**src/rtl/ffha_pkg.sv**
```systemverilog
// ----------------------------------------------------------------------------
// ffha_pkg
// Shared types and constants for the first-fit heap allocator.
// ----------------------------------------------------------------------------
package ffha_pkg;

    localparam int HEAP_BYTES   = 1048576;
    localparam int HEADER_BYTES = 12;
    localparam int MAX_SEGMENTS = 64;

    localparam int ADDR_W  = 20;
    localparam int SIZE_W  = 20;
    localparam int BYTES_W = 21;
    localparam int NEED_W  = 22;
    localparam int SEG_AW  = $clog2(MAX_SEGMENTS);
    localparam int CNT_W   = $clog2(MAX_SEGMENTS + 1);

    // request codes
    localparam logic [1:0] REQ_ALLOC   = 2'd0;
    localparam logic [1:0] REQ_RELEASE = 2'd1;
    localparam logic [1:0] REQ_RESIZE  = 2'd2;

    // status codes
    localparam logic [1:0] ST_OK  = 2'd0;
    localparam logic [1:0] ST_OOM = 2'd1;
    localparam logic [1:0] ST_BAD = 2'd2;

    localparam logic [SIZE_W-1:0] HDR        = SIZE_W'(HEADER_BYTES);
    localparam logic [SIZE_W-1:0] SPLIT_MIN  = SIZE_W'(HEADER_BYTES + 8);
    localparam logic [SIZE_W-1:0] INIT_SIZE  = SIZE_W'(HEAP_BYTES - HEADER_BYTES);

    typedef struct packed {
        logic [1:0]         req_type;
        logic [BYTES_W-1:0] req_bytes;
        logic [ADDR_W-1:0]  req_addr;
    } req_t;

    typedef struct packed {
        logic [ADDR_W-1:0] addr;
        logic [1:0]        status;
    } rsp_t;

    typedef struct packed {
        logic [ADDR_W-1:0] start;
        logic [SIZE_W-1:0] size;
        logic              free;
    } seg_t;

    localparam int SEG_W = $bits(seg_t);

endpackage

```
**src/rtl/first_fit_heap_allocator_core.sv**
```systemverilog
// ----------------------------------------------------------------------------
// first_fit_heap_allocator_core
// First-fit heap allocator with split and coalescing over a segment table.
// ----------------------------------------------------------------------------
// The segment table lives in one RAM with a single read and a single write
// port, walked by a small sequencer, and one request is handled at a time:
// req_stall stays high until the result has been placed in the output
// register. Every table access is a read issue followed by a check, so the
// time a request takes grows with the N segments walked by the first-fit or
// address search, plus the entries moved when a split opens a slot or a
// merge closes one; a resize near a full table is the worst case, and trivial
// requests (null, zero size) go straight to the response step. After reset
// the block writes the initial free segment before it takes its first item.
module first_fit_heap_allocator_core (
    input  logic           clk,
    input  logic           rst_n,
    input  logic           req_valid,
    output logic           req_stall,
    input  ffha_pkg::req_t req,
    output logic           rsp_valid,
    input  logic           rsp_stall,
    output ffha_pkg::rsp_t rsp
);

    typedef enum logic [4:0] {
        S_INIT, S_IDLE,
        S_A_RD, S_A_CK, S_U_RD, S_U_WR, S_U_FIN, S_U_FIN2, S_A_DONE,
        S_F_RD, S_F_CK, S_R_NX, S_R_NC, S_R_PV, S_R_WR,
        S_D_RD, S_D_WR, S_RESP
    } state_t;

    typedef enum logic [2:0] {
        M_ALLOC, M_REL, M_RSZ_FIND, M_RSZ_ALLOC, M_RSZ_REL
    } mode_t;

    state_t state_reg, state_next;
    mode_t  mode_reg, mode_next;

    logic [ffha_pkg::CNT_W-1:0]  cnt_reg, cnt_next;
    logic [ffha_pkg::CNT_W-1:0]  idx_reg, idx_next;
    logic [ffha_pkg::CNT_W-1:0]  ptr_reg, ptr_next;
    logic [1:0]                  rmk_reg, rmk_next;
    logic [ffha_pkg::NEED_W-1:0] need_reg, need_next;
    logic [ffha_pkg::ADDR_W-1:0] addr_reg, addr_next;
    logic [ffha_pkg::ADDR_W-1:0] na_reg, na_next;
    logic [ffha_pkg::SIZE_W-1:0] acc_reg, acc_next;
    logic                        nm_reg, nm_next;
    logic                        pm_reg, pm_next;
    ffha_pkg::seg_t              cur_reg, cur_next;
    ffha_pkg::seg_t              prev_reg, prev_next;
    ffha_pkg::rsp_t              res_reg, res_next;
    ffha_pkg::rsp_t              rsp_reg, rsp_next;
    logic                        rsp_valid_reg, rsp_valid_next;

    logic                        ram_we;
    logic [ffha_pkg::SEG_AW-1:0] ram_waddr;
    ffha_pkg::seg_t              ram_wdata;
    logic [ffha_pkg::SEG_AW-1:0] ram_raddr;
    ffha_pkg::seg_t              ram_rdata;

    ffha_ram #(
        .WIDTH (ffha_pkg::SEG_W),
        .DEPTH (ffha_pkg::MAX_SEGMENTS)
    ) u_seg_ram (
        .clk   (clk),
        .we    (ram_we),
        .waddr (ram_waddr),
        .wdata (ram_wdata),
        .raddr (ram_raddr),
        .rdata (ram_rdata)
    );

    logic [ffha_pkg::NEED_W-1:0] req_need;
    logic                        fits;
    logic [ffha_pkg::SIZE_W-1:0] rd_rem;
    logic [ffha_pkg::ADDR_W-1:0] rd_payload;

    assign req_need   = (ffha_pkg::NEED_W'(req.req_bytes) + ffha_pkg::NEED_W'(7))
                        & ~ffha_pkg::NEED_W'(7);
    assign fits       = {2'b00, ram_rdata.size} >= need_reg;
    assign rd_rem     = ram_rdata.size - need_reg[ffha_pkg::SIZE_W-1:0];
    assign rd_payload = ram_rdata.start + ffha_pkg::HDR;

    assign req_stall = (state_reg != S_IDLE);
    assign rsp_valid = rsp_valid_reg;
    assign rsp       = rsp_reg;

    always_comb
    begin
        state_next     = state_reg;
        mode_next      = mode_reg;
        cnt_next       = cnt_reg;
        idx_next       = idx_reg;
        ptr_next       = ptr_reg;
        rmk_next       = rmk_reg;
        need_next      = need_reg;
        addr_next      = addr_reg;
        na_next        = na_reg;
        acc_next       = acc_reg;
        nm_next        = nm_reg;
        pm_next        = pm_reg;
        cur_next       = cur_reg;
        prev_next      = prev_reg;
        res_next       = res_reg;
        rsp_next       = rsp_reg;
        rsp_valid_next = rsp_valid_reg;
        ram_we         = 1'b0;
        ram_waddr      = idx_reg[ffha_pkg::SEG_AW-1:0];
        ram_wdata      = cur_reg;
        ram_raddr      = idx_reg[ffha_pkg::SEG_AW-1:0];

        if (rsp_valid_reg && !rsp_stall)
        begin
            rsp_valid_next = 1'b0;
        end

        unique case (state_reg)
            S_INIT:
            begin
                ram_we    = 1'b1;
                ram_waddr = '0;
                ram_wdata = '{start: '0, size: ffha_pkg::INIT_SIZE, free: 1'b1};
                cnt_next  = ffha_pkg::CNT_W'(1);
                state_next = S_IDLE;
            end
            S_IDLE:
            begin
                if (req_valid)
                begin
                    need_next = req_need;
                    addr_next = req.req_addr;
                    idx_next  = '0;
                    res_next  = '{addr: '0, status: ffha_pkg::ST_OK};
                    state_next = S_RESP;
                    unique case (req.req_type)
                        ffha_pkg::REQ_ALLOC:
                        begin
                            if (req.req_bytes != '0)
                            begin
                                mode_next  = M_ALLOC;
                                state_next = S_A_RD;
                            end
                        end
                        ffha_pkg::REQ_RELEASE:
                        begin
                            if (req.req_addr != '0)
                            begin
                                mode_next  = M_REL;
                                state_next = S_F_RD;
                            end
                        end
                        ffha_pkg::REQ_RESIZE:
                        begin
                            if (req.req_addr == '0)
                            begin
                                if (req.req_bytes != '0)
                                begin
                                    mode_next  = M_ALLOC;
                                    state_next = S_A_RD;
                                end
                            end
                            else if (req.req_bytes == '0)
                            begin
                                mode_next  = M_REL;
                                state_next = S_F_RD;
                            end
                            else
                            begin
                                mode_next  = M_RSZ_FIND;
                                state_next = S_F_RD;
                            end
                        end
                        default:
                        begin
                            res_next.status = ffha_pkg::ST_BAD;
                        end
                    endcase
                end
            end
            // first-fit search
            S_A_RD:
            begin
                if (idx_reg == cnt_reg)
                begin
                    res_next   = '{addr: '0, status: ffha_pkg::ST_OOM};
                    state_next = S_RESP;
                end
                else
                begin
                    state_next = S_A_CK;
                end
            end
            S_A_CK:
            begin
                if (ram_rdata.free && fits)
                begin
                    cur_next = ram_rdata;
                    acc_next = rd_rem;
                    if (rd_rem > ffha_pkg::SPLIT_MIN &&
                        cnt_reg < ffha_pkg::CNT_W'(ffha_pkg::MAX_SEGMENTS))
                    begin
                        ptr_next   = cnt_reg;
                        state_next = S_U_RD;
                    end
                    else
                    begin
                        ram_we         = 1'b1;
                        ram_wdata      = ram_rdata;
                        ram_wdata.free = 1'b0;
                        state_next     = S_A_DONE;
                    end
                end
                else
                begin
                    idx_next   = idx_reg + ffha_pkg::CNT_W'(1);
                    state_next = S_A_RD;
                end
            end
            // open a slot above the chosen segment, top entry first
            S_U_RD:
            begin
                ram_raddr = ffha_pkg::SEG_AW'(ptr_reg - ffha_pkg::CNT_W'(1));
                if (ptr_reg == idx_reg + ffha_pkg::CNT_W'(1))
                begin
                    state_next = S_U_FIN;
                end
                else
                begin
                    state_next = S_U_WR;
                end
            end
            S_U_WR:
            begin
                ram_we     = 1'b1;
                ram_waddr  = ptr_reg[ffha_pkg::SEG_AW-1:0];
                ram_wdata  = ram_rdata;
                ptr_next   = ptr_reg - ffha_pkg::CNT_W'(1);
                state_next = S_U_RD;
            end
            S_U_FIN:
            begin
                ram_we     = 1'b1;
                ram_waddr  = ffha_pkg::SEG_AW'(idx_reg + ffha_pkg::CNT_W'(1));
                ram_wdata  = '{start: cur_reg.start + ffha_pkg::HDR
                                      + need_reg[ffha_pkg::SIZE_W-1:0],
                               size:  acc_reg - ffha_pkg::HDR,
                               free:  1'b1};
                state_next = S_U_FIN2;
            end
            S_U_FIN2:
            begin
                ram_we     = 1'b1;
                ram_wdata  = '{start: cur_reg.start,
                               size:  need_reg[ffha_pkg::SIZE_W-1:0],
                               free:  1'b0};
                cnt_next   = cnt_reg + ffha_pkg::CNT_W'(1);
                state_next = S_A_DONE;
            end
            S_A_DONE:
            begin
                if (mode_reg == M_RSZ_ALLOC)
                begin
                    na_next    = cur_reg.start + ffha_pkg::HDR;
                    mode_next  = M_RSZ_REL;
                    idx_next   = '0;
                    state_next = S_F_RD;
                end
                else
                begin
                    res_next   = '{addr: cur_reg.start + ffha_pkg::HDR,
                                   status: ffha_pkg::ST_OK};
                    state_next = S_RESP;
                end
            end
            // address search; the previous entry is kept for merging
            S_F_RD:
            begin
                if (idx_reg == cnt_reg)
                begin
                    res_next   = '{addr: '0, status: ffha_pkg::ST_BAD};
                    state_next = S_RESP;
                end
                else
                begin
                    state_next = S_F_CK;
                end
            end
            S_F_CK:
            begin
                if (rd_payload == addr_reg)
                begin
                    cur_next = ram_rdata;
                    acc_next = ram_rdata.size;
                    nm_next  = 1'b0;
                    pm_next  = 1'b0;
                    if (ram_rdata.free)
                    begin
                        res_next   = '{addr: '0, status: ffha_pkg::ST_BAD};
                        state_next = S_RESP;
                    end
                    else if (mode_reg == M_RSZ_FIND)
                    begin
                        if (fits)
                        begin
                            res_next   = '{addr: addr_reg, status: ffha_pkg::ST_OK};
                            state_next = S_RESP;
                        end
                        else
                        begin
                            mode_next  = M_RSZ_ALLOC;
                            idx_next   = '0;
                            state_next = S_A_RD;
                        end
                    end
                    else
                    begin
                        state_next = S_R_NX;
                    end
                end
                else
                begin
                    prev_next  = ram_rdata;
                    idx_next   = idx_reg + ffha_pkg::CNT_W'(1);
                    state_next = S_F_RD;
                end
            end
            S_R_NX:
            begin
                ram_raddr = ffha_pkg::SEG_AW'(idx_reg + ffha_pkg::CNT_W'(1));
                if (idx_reg + ffha_pkg::CNT_W'(1) < cnt_reg)
                begin
                    state_next = S_R_NC;
                end
                else
                begin
                    state_next = S_R_PV;
                end
            end
            S_R_NC:
            begin
                if (ram_rdata.free)
                begin
                    acc_next = acc_reg + ffha_pkg::HDR + ram_rdata.size;
                    nm_next  = 1'b1;
                end
                state_next = S_R_PV;
            end
            S_R_PV:
            begin
                if (idx_reg != '0 && prev_reg.free)
                begin
                    acc_next = acc_reg + ffha_pkg::HDR + prev_reg.size;
                    pm_next  = 1'b1;
                end
                state_next = S_R_WR;
            end
            S_R_WR:
            begin
                ram_we = 1'b1;
                if (pm_reg)
                begin
                    ram_waddr  = ffha_pkg::SEG_AW'(idx_reg - ffha_pkg::CNT_W'(1));
                    ram_wdata  = '{start: prev_reg.start, size: acc_reg, free: 1'b1};
                    ptr_next   = idx_reg;
                    rmk_next   = nm_reg ? 2'd2 : 2'd1;
                    state_next = S_D_RD;
                end
                else
                begin
                    ram_wdata = '{start: cur_reg.start, size: acc_reg, free: 1'b1};
                    ptr_next  = idx_reg + ffha_pkg::CNT_W'(1);
                    rmk_next  = 2'd1;
                    if (nm_reg)
                    begin
                        state_next = S_D_RD;
                    end
                    else
                    begin
                        res_next   = '{addr: (mode_reg == M_RSZ_REL) ? na_reg : '0,
                                       status: ffha_pkg::ST_OK};
                        state_next = S_RESP;
                    end
                end
            end
            // close the gap left by merged entries
            S_D_RD:
            begin
                ram_raddr = ffha_pkg::SEG_AW'(ptr_reg + ffha_pkg::CNT_W'(rmk_reg));
                if (ptr_reg + ffha_pkg::CNT_W'(rmk_reg) >= cnt_reg)
                begin
                    cnt_next   = cnt_reg - ffha_pkg::CNT_W'(rmk_reg);
                    res_next   = '{addr: (mode_reg == M_RSZ_REL) ? na_reg : '0,
                                   status: ffha_pkg::ST_OK};
                    state_next = S_RESP;
                end
                else
                begin
                    state_next = S_D_WR;
                end
            end
            S_D_WR:
            begin
                ram_we     = 1'b1;
                ram_waddr  = ptr_reg[ffha_pkg::SEG_AW-1:0];
                ram_wdata  = ram_rdata;
                ptr_next   = ptr_reg + ffha_pkg::CNT_W'(1);
                state_next = S_D_RD;
            end
            S_RESP:
            begin
                if (!rsp_valid_reg || !rsp_stall)
                begin
                    rsp_next       = res_reg;
                    rsp_valid_next = 1'b1;
                    state_next     = S_IDLE;
                end
            end
            default:
            begin
                state_next = S_IDLE;
            end
        endcase
    end

    always_ff @(posedge clk or negedge rst_n)
    begin
        if (!rst_n)
        begin
            state_reg     <= S_INIT;
            mode_reg      <= M_ALLOC;
            cnt_reg       <= ffha_pkg::CNT_W'(1);
            idx_reg       <= '0;
            ptr_reg       <= '0;
            rmk_reg       <= '0;
            nm_reg        <= 1'b0;
            pm_reg        <= 1'b0;
            rsp_valid_reg <= 1'b0;
            need_reg      <= '0;
            addr_reg      <= '0;
            na_reg        <= '0;
            acc_reg       <= '0;
            cur_reg       <= '0;
            prev_reg      <= '0;
            res_reg       <= '0;
            rsp_reg       <= '0;
        end
        else
        begin
            state_reg     <= state_next;
            mode_reg      <= mode_next;
            cnt_reg       <= cnt_next;
            idx_reg       <= idx_next;
            ptr_reg       <= ptr_next;
            rmk_reg       <= rmk_next;
            nm_reg        <= nm_next;
            pm_reg        <= pm_next;
            rsp_valid_reg <= rsp_valid_next;
            need_reg      <= need_next;
            addr_reg      <= addr_next;
            na_reg        <= na_next;
            acc_reg       <= acc_next;
            cur_reg       <= cur_next;
            prev_reg      <= prev_next;
            res_reg       <= res_next;
            rsp_reg       <= rsp_next;
        end
    end

    // table occupancy stays within bounds
    a_cnt_range: assert property (@(posedge clk) disable iff (!rst_n)
        cnt_reg >= ffha_pkg::CNT_W'(1) &&
        cnt_reg <= ffha_pkg::CNT_W'(ffha_pkg::MAX_SEGMENTS))
        else $error("segment count out of range");

    // the table is never written while waiting for an item
    a_no_idle_write: assert property (@(posedge clk) disable iff (!rst_n)
        (state_reg == S_IDLE || state_reg == S_RESP) |-> !ram_we)
        else $error("table write outside a request");

    // a fresh result only comes out of the response step
    a_rsp_source: assert property (@(posedge clk) disable iff (!rst_n)
        $rose(rsp_valid_reg) |-> $past(state_reg) == S_RESP)
        else $error("result raised outside response step");

    // count only changes while a request is in progress
    a_cnt_stable: assert property (@(posedge clk) disable iff (!rst_n)
        (state_reg == S_IDLE) |=> $stable(cnt_reg) || $past(state_reg) != S_IDLE)
        else $error("segment count moved while idle");

endmodule

```
**src/rtl/ffha_ram.sv**
```systemverilog
// ----------------------------------------------------------------------------
// ffha_ram
// Generic single-write, single-read RAM with registered read data.
// ----------------------------------------------------------------------------
module ffha_ram #(
    parameter int WIDTH = 8,
    parameter int DEPTH = 16
) (
    input  logic                     clk,
    input  logic                     we,
    input  logic [$clog2(DEPTH)-1:0] waddr,
    input  logic [WIDTH-1:0]         wdata,
    input  logic [$clog2(DEPTH)-1:0] raddr,
    output logic [WIDTH-1:0]         rdata
);

    logic [WIDTH-1:0] mem [DEPTH];

    always_ff @(posedge clk)
    begin
        if (we)
        begin
            mem[waddr] <= wdata;
        end
        rdata <= mem[raddr];
    end

endmodule

```
**config.mk**
```make
export PLATFORM = sky130hd
export DESIGN_NAME = first_fit_heap_allocator_core
export DESIGN_NICKNAME = d
export VERILOG_FILES = /design/src/rtl/ffha_pkg.sv /design/src/rtl/first_fit_heap_allocator_core.sv /design/src/rtl/ffha_ram.sv
export SDC_FILE = /design/constraint.sdc
export NUM_CORES = 2
export LEC_CHECK = 0
export BUFFER_PORTS_ARGS = -buffer_cell sky130_fd_sc_hd__clkbuf_2
export CORE_MARGIN = 1
export CORE_UTILIZATION = 45
export DETAILED_ROUTE_END_ITERATION = 7
export PLACE_DENSITY = 0.7
export SLEW_MARGIN = 0
export SYNTH_ARGS = -nofsm -noshare
export SYNTH_HDL_FRONTEND = slang
export SYNTH_SLANG_ARGS = --single-unit
```
**constraint.sdc**
```tcl
create_clock -name clk -period 6.95 [get_ports clk]
set_input_delay 1.0425 -clock clk [delete_from_list [all_inputs] [get_ports clk]]
set_output_delay 1.0425 -clock clk [all_outputs]
set_load 0.005 [all_outputs]
```
======== Word level (Yosys, flattened, before mapping) ========
Memories as Yosys holds them, arrays and structs flattened. A register that Yosys moved wholly into a read port is not among the register bits.
Cells that the tools add are included.
storage, ports and cells
  register bits ........................... 239
  RAM bits ................................ 2,624
  input port bits ......................... 47
  word-level logic and storage cells ...... 228
  memories kept ........................... 1
memories
  memory         words  width  rd ports  clocked after Yosys merged registers in  write ports  line            RTL
  u_seg_ram.mem  64     41     1         1                                        1            ffha_ram.sv:17  logic [WIDTH-1:0] mem [DEPTH];
operators by class
  add/subtract/negate cells ............... 16
  $lt $le $gt $ge ......................... 5
  equal/unequal tests ..................... 51
  multiplexer cells ....................... 91
  bitwise gates (word level) .............. 1
  reduce and logical (&&, ||, !) cells .... 40
operator list
  cell                     number
  $pmux W41 S6             1
  $mux W22                 11
  $mux W41                 5
  $pmux W22 S7             1
  $mux W20                 5
  $pmux W5 S17             1
  $pmux W41 S2             1
  $pmux W20 S4             1
  $mux W7                  11
  $mux W5                  15
  $add A20 B20 Y20         3
  $add A20 B4 Y20 const B  3
  $pmux W7 S4              2
  $eq A5 B4 Y1 const B     8
  $ne A2 B2 Y1 const B     17
  $mux W3                  9
  $pmux W6 S4              1
  $add A21 B3 Y22 const B  1
  $ge A20 B22 Y1           1
  $add A7 B1 Y7 const B    3
  $logic_not A21 Y1        1
  $pmux W7 S3              1
  $reduce_bool A21 Y1      1
  $eq A20 B20 Y1           1
  other kinds (53)         100

======== Longest topological paths before layout ========
  depth in word-level cells ............... 8
  depth in mapped cells ................... 18

======== By module ========
A second synthesis with hierarchy kept.
second synthesis, totals
  cell total of the unflattened synthesis .. 6,319
  area, all modules ....................... 118,916.6 sq um
modules (own cells, without submodules)
  module                         instances  cells an instance  area an instance (sq um)  seq. area each (sq um)
  ffha_ram                       1          4,216              100,405.0                 79,616.4
  first_fit_heap_allocator_core  1          2,103              18,511.5                  5,982.0

======== Worst setup path after synthesis ========
No wires, ideal clock.
  kind .................................... register to register
  start ................................... register need_reg[3] in the netlist's numbering
  end ..................................... memory u_seg_ram.mem[24][0] in the netlist's numbering (enable)
  setup time .............................. 542 ps
  data arrival time ....................... 6,966 ps
  data required time ...................... 6,408 ps
  path slack .............................. -558 ps
  stages on the path, launching flop included .. 13
  buffers on the path ..................... 1
  cells stage by stage .................... dfrtp_1 > ha_1 > fa_1 > nand2b_1 > a21oi_2 > o221ai_2 > a211oi_1 > o21ai_1 > a2111oi_4 > a31oi_2 > o21a_1 > buf_2 > nor4_1
between the ends
  longest elaborated chain between the ends .. 8
RTL lines
  what                               line                                  RTL
  from (decl)                        first_fit_heap_allocator_core.sv:43   logic [ffha_pkg::NEED_W-1:0] need_reg, need_next;
  from (signal assigned)             first_fit_heap_allocator_core.sv:458  need_reg <= need_next;
  $sub A20 B20 Y20                   first_fit_heap_allocator_core.sv:81   assign rd_rem = ram_rdata.size - need_reg[ffha_pkg::SIZE_W-1:0];
  $gt A20 B5 Y1                      first_fit_heap_allocator_core.sv:199  if (rd_rem > ffha_pkg::SPLIT_MIN &&
  $logic_and A1 B1 Y1                first_fit_heap_allocator_core.sv:199
  $mux W1                            first_fit_heap_allocator_core.sv:199
  $mux W1 (*)                        first_fit_heap_allocator_core.sv:195  if (ram_rdata.free && fits)
  $pmux W1 S2 (*)                    first_fit_heap_allocator_core.sv:117  unique case (state_reg)
  $mux W1 (*)                        ffha_ram.sv:21                        if (we)
  $mux W1 (not written as such) (*)  ffha_ram.sv:23                        mem[waddr] <= wdata;
  to (decl)                          ffha_ram.sv:17
Mark *: on every way between the ends. The rest lies on a longest branch, timed or not.

======== Worst setup path after layout ========
  start ................................... register state_reg[1]
  end ..................................... register u_seg_ram.rdata[13], read port of u_seg_ram.mem
between the ends
  longest elaborated chain between the ends .. 2
RTL lines
  what                                          line                                  RTL
  from (decl)                                   first_fit_heap_allocator_core.sv:36   state_t state_reg, state_next;
  from (signal assigned)                        first_fit_heap_allocator_core.sv:449  state_reg <= state_next;
  $eq A5 B4 Y1 or $eq A5 B3 Y1 (tied branches)  first_fit_heap_allocator_core.sv:117
  $pmux W6 S3 (*)                               first_fit_heap_allocator_core.sv:117
  to (decl)                                     ffha_ram.sv:14                        output logic [WIDTH-1:0] rdata
Marked as above.
A chain may end at the register's enable or synchronous reset.

==> metrics.cfg <==
[run_status]
status = finished with violations
failed_checks = design-rule violations

[yosys]
synth_edf_count = 2624
yosys-top-cells-count = edfxtp_1 (2624), nand2_1 (1530), mux2i_1 (620)
syn_area_um2 = 123000
synth.distinct_cells = 107
synthCells = 8956
synth_seq_area_share = 0.698
syn_area_per_cell_um2 = 13.7
yosys.area.top_type = edfxtp_1
yosys.area.top_type_share = 0.642
yosysMostFrequentCell = edfxtp_1
yosysWarnings = 0
synth_flop_cell = edfxtp_1
synth.area.top_cells = edfxtp_1 (64%), mux2i_1 (5.1%), dfrtp_1 (4.9%)
ys_seq_elements = 2904
synth_nets = 9094
async_reset_ff_frac = 0.0823

[timing]
period_share = 0.885
hold_viol = 0
slew_violations = 0
max_freq_mhz = 163
tns_ns = 0
worst_pin_slew_ns = 1.41
finalCriticalPeriod_ns = 6.15
holdWs_ns = 0.223
max_slew_margin = 0.0618
skew_ns = 0.0927
rsz0062_at_grt = false
setup_violations = 0

[critical_path]
rrSetupSlack_ns = 0.80
worstReg2RegStart = state_reg[1]$_DFFE_PN0P_
crit_type = register to register
crit_end = u_seg_ram.rdata[13]$_DFF_P_
cp-end-kind = register
cp.arrival_ns = 6.76
worstSetupStartpointType = register
cpMaxStageDelayCell = a2111oi_4
r2r_cells = 12
slowest_delay_ns = 1.06
rr_endpoint = u_seg_ram.rdata[13]$_DFF_P_
cpMostUsedCell = buf_4
cp_cell_sequence = and3_1, o21ai_2, a2111oi_4, buf_12, buf_4, buf_4, mux2i_1, o22ai_1, o221ai_1, nand4_1, nor2_1, o41ai_2
crit_start = state_reg[1]$_DFFE_PN0P_
path_max_fanout = 45
crit_required_ns = 7.56

[clocking]
insertion_delay_ns = 0.90
ctsHoldBuffers = 0
cts-root-buf = clkbuf_16
cts_resized = 0
cts_num_sinks = 2904
clk_pin_slew_worst_paths_ns = 0.06
clockBufferDepth = 4
cts_made_buffers = 290
cts_tree = yes
htreeDepth = 5
postCtsSetupBuffers = 0

[global_route]
antenna_found_initial = 16
overflow = 0
grt_usage = 0.271
grt_pass1_vias = 77300
grt_max_degree = 150
grt_pass1_wl_um = 544000

[floorplanning]
io_pins = 71
start_util = 0.453
die_h_um = 524
row_count = 191
die_w_um = 524
die_area_um2 = 275000
fp.coreArea_um2 = 271000

[power]
power.total_mw = 75.8
power.leakage_nw = 50.6
p_clk_frac = 0.205
comb_power_share = 0.439
ir_worst_vdd_mv = 0.525
p_sw_mw = 32.6
seqPwrFrac = 0.356
powerDensity_nw_per_um2 = 550
switching_share = 0.430
power.internal_mw = 43.2

[job]
maxCapViolations = 0

[route]
drc = 2
wl_per_cell_um = 29.7
via_per_inst = 6.35
vias = 81600
wl_um = 381000
drtAntennaViolNets = 0
drtIter0Drc = 11800
dr.pass1.iters = 8

[place]
dp_hpwl_um = 230000
io_buffers = 70
gp_congestion = 0.904
dpl-instance-area_um2 = 129000

[finish]
regMostFlops = u_seg_ram.mem
largest_reg_flops = 2624
drive_above_1_share = 0.121
syn2layout_area_growth_pct = 12.4
nNetsFinal = 9191
design_area_um2 = 138000

[hold_path]
hp-class = primary input to asynchronous set/reset pin

## stage by stage
| step | utilization | cells | setup slack (ns) |
|---|---|---|---|
| CTS | 0.509 | 12800 | 1.03 |
| global route | 0.509 | 12800 | 0.724 |
| detailed placement | 0.475 | 12300 | 1.08 |
| floorplan | - | 8956 | -0.558 |
| global placement | 0.475 | 12300 | 1.10 |
| finish | 0.509 | 12800 | 0.801 |
## critical path: cells and delay by family (launching register included)
| kind | cells | cell delay [ns] |
|---|---|---|
| AO/OA/AOI/OAI | 5 | 2.26 |
| multiplexers | 1 | 0.31 |
| flip-flops | 1 | 0.95 |
| AND/OR/NAND/NOR | 3 | 1.25 |
| buffers and inverters | 3 | 1.12 |
## layout make-up
class / instances / area [µm²]
Inverter: 89 / 334
Timing Repair Buffer: 387 / 3570
Antenna cell: 3 / 7.51
Clock inverter: 136 / 1280
Multi-Input combinational cell: 5381 / 34700
Clock buffer: 375 / 7940
Fill cell: 22300 / 133000
Tap cell: 3570 / 4470
Sequential cell: 2904 / 85600
## cell usage in the layout (no fill, tap or decap), types with 23 or more instances in the layout
cell type / instances
edfxtp_1: 2624
nand2_1: 1524
mux2i_1: 620
nand3_1: 487
a21oi_1: 333
clkbuf_16: 302
buf_4: 251
o221ai_1: 241
dfrtp_1: 238
o21ai_0: 227
nor2_1: 204
o22ai_1: 162
nand4_1: 140
mux2_2: 121
nor3_1: 120
xnor2_1: 97
a31oi_1: 94
and3_1: 93
inv_1: 88
ha_1: 86
clkbuf_2: 69
buf_12: 66
a311oi_1: 63
clkbuf_1: 62
a22oi_1: 61
xor2_1: 55
clkinv_1: 54
nor2_4: 53
dfxtp_1: 41
nor4_1: 38
clkinv_2: 37
a222oi_1: 34
nor3_2: 33
a21o_1: 29
nand2b_1: 26
a32oi_1: 25
nor2b_1: 23
a211oi_1: 23
## power groups by stage
stage	combinational, mW	sequential, mW	clock (mW)
global route	34.7	27.1	16.2
finish	33.3	27.0	15.5
detailed placement	32.1	27.3	0
global placement	31.6	27.2	0
CTS	32.3	26.9	15.6
floorplan	18.3	27.1	0
## how the worst min path moves through the flow
stage | start | endpoint | slack, ns | cells after the start
finish | rst_n | rsp[1]$_DFFE_PN0P_ | 0.22 | 1
CTS | rst_n | rsp[0]$_DFFE_PN0P_ | 0.24 | 1
global route | rst_n | rsp[0]$_DFFE_PN0P_ | 0.29 | 1
detailed placement | res_reg[3]$_DFFE_PN0P_ | res_reg[3]$_DFFE_PN0P_ | 0.47 | 2
floorplan | res_reg[0]$_DFFE_PN0P_ | res_reg[0]$_DFFE_PN0P_ | 0.44 | 2
global placement | na_reg[15]$_DFFE_PN0P_ | na_reg[15]$_DFFE_PN0P_ | 0.46 | 2
## layer usage
metal	part of all wire	GRT usage	routed length (µm)	vias up
met5	0.00022	0	85	-
met4	0.041	0.103	15500	14
met3	0.12	0.0660	47300	846
met2	0.45	0.420	173000	5452
met1	0.38	0.370	145000	40800
li1	-	-	-	34500
## cells by family (layout without fill, tap and decap cells)
kind of cell | count (synthesis) | in the layout | synth area share
xor+xnor | 152 | 152 | 0.0109
simple gates | 2864 | 2864 | 0.104
compound gates | 1501 | 1501 | 0.0855
fa+ha+maj | 91 | 91 | 0.00959
buf+inv | 671 | 987 | 0.0267
other cells | 0 | 3 | 0
mux | 773 | 773 | 0.0652
flops | 2904 | 2904 | 0.698
Power figures use the tool's default switching activity.
